File: src/rtl/twbl_pkg.sv
// ----------------------------------------------------------------------------
// twbl_pkg
// Shared types and codes of the two-wire handshake byte link.
// ----------------------------------------------------------------------------
package twbl_pkg;

  localparam int unsigned LinesW  = 2;
  localparam int unsigned PhaseW  = 3;
  localparam int unsigned StatusW = 3;
  localparam int unsigned ByteW   = 8;
  localparam int unsigned BitIdxW = 3;
  localparam int unsigned WaitW   = 16;

  localparam logic [WaitW-1:0] WaitLimitReset = 16'd1000;

  // operation codes
  localparam logic [1:0] OpTick    = 2'd0;
  localparam logic [1:0] OpStartTx = 2'd1;
  localparam logic [1:0] OpStartRx = 2'd2;

  // phase codes
  localparam logic [PhaseW-1:0] PhIdle     = 3'd0;
  localparam logic [PhaseW-1:0] PhSendLow  = 3'd1;
  localparam logic [PhaseW-1:0] PhSendHigh = 3'd2;
  localparam logic [PhaseW-1:0] PhRecvPull = 3'd3;
  localparam logic [PhaseW-1:0] PhRecvRel  = 3'd4;

  // status codes
  localparam logic [StatusW-1:0] StNone    = 3'd0;
  localparam logic [StatusW-1:0] StDone    = 3'd1;
  localparam logic [StatusW-1:0] StTimeout = 3'd2;
  localparam logic [StatusW-1:0] StLinkErr = 3'd3;
  localparam logic [StatusW-1:0] StIgnored = 3'd4;

  localparam logic [LinesW-1:0]  LinesNone = 2'b00;
  localparam logic [LinesW-1:0]  LinesBoth = 2'b11;
  localparam logic [BitIdxW-1:0] LastBit   = 3'd7;

  localparam logic [WaitW-1:0] CfgAddrWaitLimit = '0;

  typedef struct packed {
    logic [PhaseW-1:0]  phase;
    logic               is_receive;
    logic [ByteW-1:0]   shift_byte;
    logic [BitIdxW-1:0] bit_index;
    logic [WaitW-1:0]   wait_count;
    logic [LinesW-1:0]  drive_lines;
  } link_state_t;

  typedef struct packed {
    logic [1:0]        operation;
    logic [ByteW-1:0]  tx_byte;
    logic [LinesW-1:0] partner_pull;
  } link_in_t;

  typedef struct packed {
    logic              busy_res;
    logic [ByteW-1:0]  rx_byte;
    logic [StatusW-1:0] status;
    logic [LinesW-1:0] our_pull;
  } link_out_t;

endpackage

File: src/rtl/twbl_step.sv
// ----------------------------------------------------------------------------
// twbl_step
// Next-state and result logic for one sampled tick of the link wires.
// ----------------------------------------------------------------------------
module twbl_step
  import twbl_pkg::*;
(
  input  link_state_t       state_i,
  input  link_in_t          item_i,
  input  logic [WaitW-1:0]  wait_limit_i,
  output link_state_t       state_o,
  output link_out_t         result_o
);

  always_comb begin
    link_state_t        nxt;
    logic               ignored;
    logic [StatusW-1:0] status;
    logic [LinesW-1:0]  high;
    logic [WaitW-1:0]   wc_inc;
    logic               timeout;
    logic               tick;

    nxt     = state_i;
    ignored = 1'b0;
    status  = StNone;
    tick    = 1'b0;

    if (nxt.phase > PhRecvRel) begin
      nxt.phase       = PhIdle;
      nxt.drive_lines = LinesNone;
      nxt.wait_count  = '0;
    end

    if (item_i.operation == OpStartTx || item_i.operation == OpStartRx) begin
      if (nxt.phase != PhIdle) begin
        ignored = 1'b1;
      end else if (item_i.operation == OpStartTx) begin
        nxt.is_receive  = 1'b0;
        nxt.shift_byte  = item_i.tx_byte;
        nxt.bit_index   = '0;
        nxt.wait_count  = '0;
        nxt.drive_lines = {item_i.tx_byte[0], ~item_i.tx_byte[0]};
        nxt.phase       = PhSendLow;
      end else begin
        nxt.is_receive  = 1'b1;
        nxt.shift_byte  = '0;
        nxt.bit_index   = '0;
        nxt.wait_count  = '0;
        nxt.drive_lines = LinesNone;
        nxt.phase       = PhRecvPull;
      end
    end

    // a line reads high only when neither side pulls it
    high    = ~(nxt.drive_lines | item_i.partner_pull);
    wc_inc  = nxt.wait_count + 16'd1;
    timeout = (wc_inc >= wait_limit_i) || (wc_inc == '0);

    unique case (nxt.phase)
      PhSendLow: begin
        if (high == LinesNone) begin
          nxt.drive_lines = LinesNone;
          nxt.wait_count  = '0;
          nxt.phase       = PhSendHigh;
        end else begin
          tick = 1'b1;
        end
      end
      PhSendHigh: begin
        if (high == LinesBoth) begin
          nxt.wait_count = '0;
          if (nxt.bit_index == LastBit) begin
            nxt.bit_index   = '0;
            nxt.phase       = PhIdle;
            nxt.drive_lines = LinesNone;
            status          = StDone;
          end else begin
            nxt.bit_index   = nxt.bit_index + 3'd1;
            nxt.shift_byte  = {1'b0, nxt.shift_byte[ByteW-1:1]};
            nxt.drive_lines = {nxt.shift_byte[0], ~nxt.shift_byte[0]};
            nxt.phase       = PhSendLow;
          end
        end else begin
          tick = 1'b1;
        end
      end
      PhRecvPull: begin
        if (high == LinesBoth) begin
          tick = 1'b1;
        end else if (high == LinesNone) begin
          nxt.phase       = PhIdle;
          nxt.drive_lines = LinesNone;
          nxt.wait_count  = '0;
          status          = StLinkErr;
        end else begin
          // partner pulled line 1 -> bit is one, shifted in from the top;
          // we pull the line that is still high
          nxt.drive_lines = high;
          nxt.shift_byte  = {high[0], nxt.shift_byte[ByteW-1:1]};
          nxt.wait_count  = '0;
          nxt.phase       = PhRecvRel;
        end
      end
      PhRecvRel: begin
        if (high != LinesNone) begin
          nxt.drive_lines = LinesNone;
          nxt.wait_count  = '0;
          if (nxt.bit_index == LastBit) begin
            nxt.bit_index = '0;
            nxt.phase     = PhIdle;
            status        = StDone;
          end else begin
            nxt.bit_index = nxt.bit_index + 3'd1;
            nxt.phase     = PhRecvPull;
          end
        end else begin
          tick = 1'b1;
        end
      end
      default: begin
      end
    endcase

    if (tick) begin
      if (timeout) begin
        nxt.phase       = PhIdle;
        nxt.drive_lines = LinesNone;
        nxt.wait_count  = '0;
        status          = StTimeout;
      end else begin
        nxt.wait_count = wc_inc;
      end
    end

    if (ignored && status == StNone) begin
      status = StIgnored;
    end

    state_o           = nxt;
    result_o.our_pull = nxt.drive_lines;
    result_o.status   = status;
    result_o.rx_byte  = (status == StDone && nxt.is_receive) ? nxt.shift_byte : '0;
    result_o.busy_res = (nxt.phase != PhIdle);
  end

endmodule

File: src/rtl/two_wire_handshake_byte_link_core.sv
// ----------------------------------------------------------------------------
// two_wire_handshake_byte_link_core
// One side of a two-wire open-drain byte link, stepped one tick per item.
//
//  channel  dir  signals                          item
//  s_axis   in   s_tvalid/s_tready/s_tdata[15:0]  one sampled tick + command
//  m_axis   out  m_tvalid/m_tready/m_tdata[15:0]  lines, status, rx byte, busy
//  apb      in   psel/penable/pwrite/paddr/...    wait_limit at address 0
//
// An item is latched in the input register, evaluated by the step logic and
// lands in the output register when that slot is free or being drained, one
// item per cycle sustained while the output is not stalled. The state updates
// when the item moves to the output register, so a stalled output holds the
// item and the state alike. Reset clears the link state, sets wait_limit to
// 1000 and empties both registers.
// ----------------------------------------------------------------------------
module two_wire_handshake_byte_link_core
  import twbl_pkg::*;
(
  input  logic        clk_i,
  input  logic        rst_ni,
  input  logic        s_tvalid,
  output logic        s_tready,
  // [1:0] operation, [9:2] tx_byte, [11:10] partner_pull, [15:12] zero
  input  logic [15:0] s_tdata,
  output logic        m_tvalid,
  input  logic        m_tready,
  // [1:0] our_pull, [4:2] status, [12:5] rx_byte, [13] busy_res, [15:14] zero
  output logic [15:0] m_tdata,
  input  logic        psel,
  input  logic        penable,
  input  logic        pwrite,
  input  logic [0:0]  paddr,
  input  logic [31:0] pwdata,
  output logic [31:0] prdata,
  output logic        pready
);

  logic [WaitW-1:0] wait_limit_q;
  link_state_t      state_q, state_d;
  link_in_t         item_q;
  logic             in_valid_q;
  link_out_t        res_q, res_d;
  logic             out_valid_q;
  logic             advance;
  logic             cfg_hit;

  assign cfg_hit = (paddr == CfgAddrWaitLimit[0:0]);
  assign pready  = 1'b1;
  assign prdata  = cfg_hit ? {16'd0, wait_limit_q} : 32'd0;

  always_ff @(posedge clk_i or negedge rst_ni) begin
    if (!rst_ni) begin
      wait_limit_q <= WaitLimitReset;
    end else if (psel && penable && pwrite && pready && cfg_hit) begin
      wait_limit_q <= pwdata[WaitW-1:0];
    end
  end

  // output slot is free or being drained this cycle
  assign advance  = !out_valid_q || m_tready;
  assign s_tready = !in_valid_q || advance;

  twbl_step u_step (
    .state_i      (state_q),
    .item_i       (item_q),
    .wait_limit_i (wait_limit_q),
    .state_o      (state_d),
    .result_o     (res_d)
  );

  always_ff @(posedge clk_i or negedge rst_ni) begin
    if (!rst_ni) begin
      in_valid_q  <= 1'b0;
      out_valid_q <= 1'b0;
      state_q     <= '0;
    end else begin
      if (s_tready) begin
        in_valid_q <= s_tvalid;
      end
      if (advance) begin
        out_valid_q <= in_valid_q;
        if (in_valid_q) begin
          state_q <= state_d;
        end
      end
    end
  end

  always_ff @(posedge clk_i) begin
    if (s_tready && s_tvalid) begin
      item_q.operation    <= s_tdata[1:0];
      item_q.tx_byte      <= s_tdata[9:2];
      item_q.partner_pull <= s_tdata[11:10];
    end
    if (advance && in_valid_q) begin
      res_q <= res_d;
    end
  end

  assign m_tvalid = out_valid_q;
  assign m_tdata  = {2'b00, res_q.busy_res, res_q.rx_byte, res_q.status, res_q.our_pull};

endmodule
File: config.mk
export PLATFORM = sky130hd
export DESIGN_NAME = two_wire_handshake_byte_link_core
export DESIGN_NICKNAME = d
export VERILOG_FILES = /design/src/rtl/twbl_pkg.sv /design/src/rtl/twbl_step.sv /design/src/rtl/two_wire_handshake_byte_link_core.sv
export SDC_FILE = /design/constraint.sdc
export NUM_CORES = 1
export LEC_CHECK = 0
export BUFFER_PORTS_ARGS = -buffer_cell sky130_fd_sc_hd__buf_4
export CORE_MARGIN = 2
export CORE_UTILIZATION = 35
export CTS_CLUSTER_DIAMETER = 120
export DETAILED_ROUTE_END_ITERATION = 8
export SETUP_SLACK_MARGIN = 0.15
export SLEW_MARGIN = 20
export SYNTH_ARGS = -nofsm -noshare
export SYNTH_HDL_FRONTEND = slang
export SYNTH_SLANG_ARGS = --single-unit
File: constraint.sdc
create_clock -name clk_i -period 5.1 [get_ports clk_i]
set_input_delay 0.51 -clock clk_i [delete_from_list [all_inputs] [get_ports clk_i]]
set_output_delay 0.51 -clock clk_i [all_outputs]
set_load 0.02 [all_outputs]
### Yosys cells after proc, flatten, opt, wreduce, memory -nomap -nowiden

Index checks and enable logic that the tools add are counted.

* bits in registers: 77
* latch bits: 0
* RAM bits: 0
* memory bits (read-only): 0
* bits of input ports: 56
* word-level logic and storage cells: 102
* memories kept: 0

* $add $sub $neg: 2
* multiply operators: 0
* divide/modulo/power cells: 0
* magnitude comparators: 2
* eq/ne operators: 9
* shift operators: 0
* mux-type cells: 48
* bitwise logic cells: 5
* reduce and logical (&&, ||, !) cells: 20

Operator list (number)
* $mux W18: 4
* $pmux W18 S4: 1
* $mux W33: 2
* $mux W3: 14
* $mux W16: 2
* $mux W32: 1
* $mux W29: 1
* $mux W8: 3
* $mux W21: 1
* $add A16 B1 Y16 const B: 1
* $ge A16 B16 Y1: 1
* $logic_not A16 Y1: 1
* $pmux W8 S2: 1
* $pmux W3 S4: 1
* $mux W2: 5
* $mux W1: 9
* $pmux W3 S3: 1
* $logic_and A1 B1 Y1: 7
* $eq A3 B1 Y1 const B: 2
* $eq A3 B2 Y1 const B: 2
* $eq A3 B3 Y1 const B: 2
* $pmux W3 S2: 1
* $reduce_bool A3 Y1: 2
* $eq A2 B2 Y1 const B: 2
* other kinds (13): 19

### Depth between registers and ports, before layout

* depth in word-level cells: 18
* depth in mapped cells: 23
* gate-level depth less buffers: 20

### By module

Synthesis repeated with hierarchy kept, for this count alone.

* cell total of the unflattened synthesis: 511
* area total of the unflattened synthesis: 5212.5 um^2

By module, submodules not included
* two_wire_handshake_byte_link_core: times used 1, cells each 176, area an instance 3026.7 um^2, seq. area each 2064.5 um^2
* twbl_step: times used 1, cells each 335, area an instance 2185.8 um^2, seq. area each 0.0 um^2

### Worst setup path after synthesis

OpenSTA, ideal clock, no wires.

* path type: register -> register
* start point: register item_q[10] (netlist bit)
* end point: register res_q, in the netlist m_tdata[3], data pin
* setup time: 270 ps
* data arrival time: 4105 ps
* setup slack: 725 ps
* stages on the path, launching flop included: 22
* buffers on the path: 3
* period minus slack after synthesis: 4375 ps
* cell sequence: edfxtp_1 ha_1 or4_4 nand2_1 clkbuf_1 nor2_1 ha_1 clkbuf_1 nand3_1 nor2_1 nand4_1 xor2_1 ha_1 a21o_1 a211oi_1 o21ai_0 a21oi_1 o21a_1 o31a_1 nor2b_1 buf_6 o21bai_1

RTL lines
* from (decl): line two_wire_handshake_byte_link_core.sv:41 `link_in_t item_q;`
* to (signal assigned): line two_wire_handshake_byte_link_core.sv:97 `res_q <= res_d;`
* to (decl): line two_wire_handshake_byte_link_core.sv:43 `link_out_t res_q, res_d;`

==> metrics.yaml <==
synthesis:
  yosysMostFrequentCell: "nand2_1"
  syn_area_um2: 4680
  async_flop_share: 0.662
  synthDistinctLibCells: 63
  avgSynthCellArea_um2: 9.49
  synth-edff-count: 26
  yosys-mux-area-fraction: 0.0454
  ys.flop_type: "dfrtp_1"
  synth-seq-cells: 77
  ys.warnings.count: 0
  synth_cells: 493
  synth.area.top_cells: "dfrtp_1, edfxtp_1, ha_1, mux2_2, nand2_1"
  synth_xor_area_frac: 0.0168
  synth-compound-area-share: 0.179
  synthAdderAreaFrac: 0.0583
  synth_top_area_frac: 0.241
  synth_common_cells: "nand2_1, dfrtp_1, nor2_1, edfxtp_1, a21oi_1"
  yosys.area.top_type: "dfrtp_1"
  yosys.area_share.simple: 0.186
  synth_top_family_by_area: "simple AND/OR/NAND/NOR gates"
  synth.yosys.seq_area_share: 0.441
grt:
  grt_usage: 0.153
  grt_max_degree: 52
  grt_pass1_vias: 3652
  grt_pass1_wl_um: 17700
  grt_remaining_overflow: 0
  antenna_found_initial: 0
routing:
  drc_errors: 0
  dr.pass1.iters: 5
  viasPerCell: 5.25
  drt_iter0_markers: 237
  wl_met2_um: 4900
  wl_per_cell_um: 14.5
  wl_met3_um: 569
  dr.max_layer_used: "met4"
  wl_met1_um: 4990
  ant_nets: 0
  postRouteWirelength_um: 10600
  vias: 3836
cts:
  cts_hold_buf: 0
  clk_pin_slew_ps: 60
  cts_setup_buffers: 0
  cts_tree: "yes"
  root_buffer: "clkbuf_16"
  numCtsBuffers: 9
  ctsResizeCount: 0
  clk_latency_ps: 340
  cts.htree.levels: 3
  cts_num_sinks: 77
  cts_buffer_depth: 2
flow_run:
  drv_cap: 0
sta:
  fin_skew_ps: 7.77
  rsz0062_at_grt: "no"
  fmaxAchievable_mhz: 222
  hold_slack_ps: 215
  tightest_slew_ps: 1060
  final_max_slew_viol_count: 0
  relSlewSlack: 0.296
  period_needed_ps: 4510
  period_share: 0.884
  fin_setup_tns_ps: 0
  hold_viol: 0
  setup_viol: 0
floorplanning:
  ioPinCount: 107
  num_rows: 42
  core_um2: 13100
  die_h_um: 120
  initial_core_util: 0.356
  die_area_um2: 14300
  fp.dieW_um: 120
pwr:
  p_clk_frac: 0.252
  power.switching_mw: 0.953
  p_per_area_nw_per_um2: 451
  leakage_nw: 2.47
  sequentialPowerShare: 0.347
  ir_drop_mv: 0.227
  p_comb_frac: 0.401
  intPower_mw: 1.55
  sw_frac_of_total: 0.381
setup_path:
  crit_top_cell: "ha_1"
  crit_path_end: "m_tdata[4]$_DFFE_PP_"
  cp-start-kind: "register"
  cp_num_cells: 17
  critical_path.endpoint_type: "register"
  reg2reg_from: "item_q[10]$_DFFE_PP_"
  crit_path_top_delay_cell: "or4_4"
  reg2reg_depth: 17
  cp.arrival_ps: 4640
  slowest_delay_ps: 560
  path_class: "register to register"
  worstPathCellList: "ha_1 -> or4_4 -> and3_1 -> ha_2 -> nand3_1 -> nor2_1 -> nand4_1 -> xor2_1 -> ha_1 -> a21o_1 -> a211oi_1 -> o21ai_0 -> a21oi_1 -> o21a_1 -> o31a_1 -> nor2b_1 -> nor4_1"
  regToRegSetupSlack_ps: 590
  startpoint: "item_q[10]$_DFFE_PP_"
  cp.required_ps: 5230
  r2r-end: "m_tdata[4]$_DFFE_PP_"
  crit_family: "simple AND/OR/NAND/NOR gates"
  crit_fanout: 10
  cp_num_buf_inv: 0
hold_path:
  hold_class: "primary input to async pin"
finish:
  fin_nets: 626
  n_antenna_cell: 0
  area_delta_synth_final_pct: 18.7
  utilization: 0.423
  fin_cells: 730
  final_area_um2: 5560
  drive_above_1_share: 0.222
placement:
  hpwl_um: 7660
  dp.cells: 714
  routabilityCongestion: 0.875
  place_area_um2: 5250
  portBuffers: 67
run_status:
  outcome: "finished, final reports clean"
worst min path at each step:
stage	end	slack (ps)
after floorplan	in_valid_q$_DFFE_PN0N_	210
after global placement	state_q[20]$_DFFE_PN0P_	470
after detailed placement	state_q[19]$_DFFE_PN0P_	480
after CTS	wait_limit_q[14]$_DFFE_PN0P_	240
after global routing	wait_limit_q[14]$_DFFE_PN0P_	280
final	wait_limit_q[4]$_DFFE_PN0P_	220
sequential cells by signal (all words and copies together), names as in the netlist:
register,count
state_q,33
wait_limit_q,16
m_tdata,14
item_q,12
in_valid_q,1
m_tvalid,1
final cells by class:
type                            instances  area, um2
Fill cell                            1299       7580
Multi-Input combinational cell        367       2350
Sequential cell                        77       2060
Timing Repair Buffer                   73        548
Clock buffer                           11        243
Tap cell                              176        220
Inverter                               21       78.8
Clock inverter                          5       51.3
power by group through the flow:
stage	clock network [mW]	logic, mW	registers, mW
after global placement	0	0.966	0.873
after floorplan	0	0.737	0.868
after global routing	0.671	1.13	0.884
final	0.630	1.00	0.868
after detailed placement	0	0.989	0.876
after CTS	0.647	0.997	0.867
worst register-to-register path, delay by kind of cell (launching register included):
kind	cells	cell delay (ps)
and+or+nand+nor	7	1820
DFF	1	370
AOI/OAI and AO/OA	6	970
xor gates and xnor gates	1	210
adders and majority gates	3	910
per-layer routing:
layer  track usage  vias to the layer above
met5             0                        -
met4        0.0500                        0
met3        0.0295                       12
met2         0.237                      127
met1         0.215                     1849
li1              -                     1848
metrics by stage:
step                      total power [mW]  worst slack [ps]
after CTS                             2.51               452
final                                 2.50               590
after global placement                1.84               555
after global routing                  2.68               224
after detailed placement              1.87               503
after floorplan                       1.60               725
cells in the final DEF, fill, tap and decap left out, types with 8 or more instances in the layout:
cell       count
buf_4         73
nand2_1       47
dfrtp_1       45
nor2_1        43
edfxtp_1      26
a21oi_1       25
nand3_1       23
inv_1         21
ha_1          20
o21ai_1       19
conb_1        19
mux2_2        17
o21ai_0       14
a22o_1        11
a21o_1        10
clkbuf_16      9
and2_1         8
o31ai_1        8
logic make-up after synthesis:
| group | after synthesis |
|---|---|
| other cells | 2 |
| fa+ha+maj | 22 |
| xor+xnor | 9 |
| simple gates | 176 |
| mux | 19 |
| compound gates | 122 |
| buf+inv | 66 |
| flops | 77 |
Power figures use the tool's default switching activity.
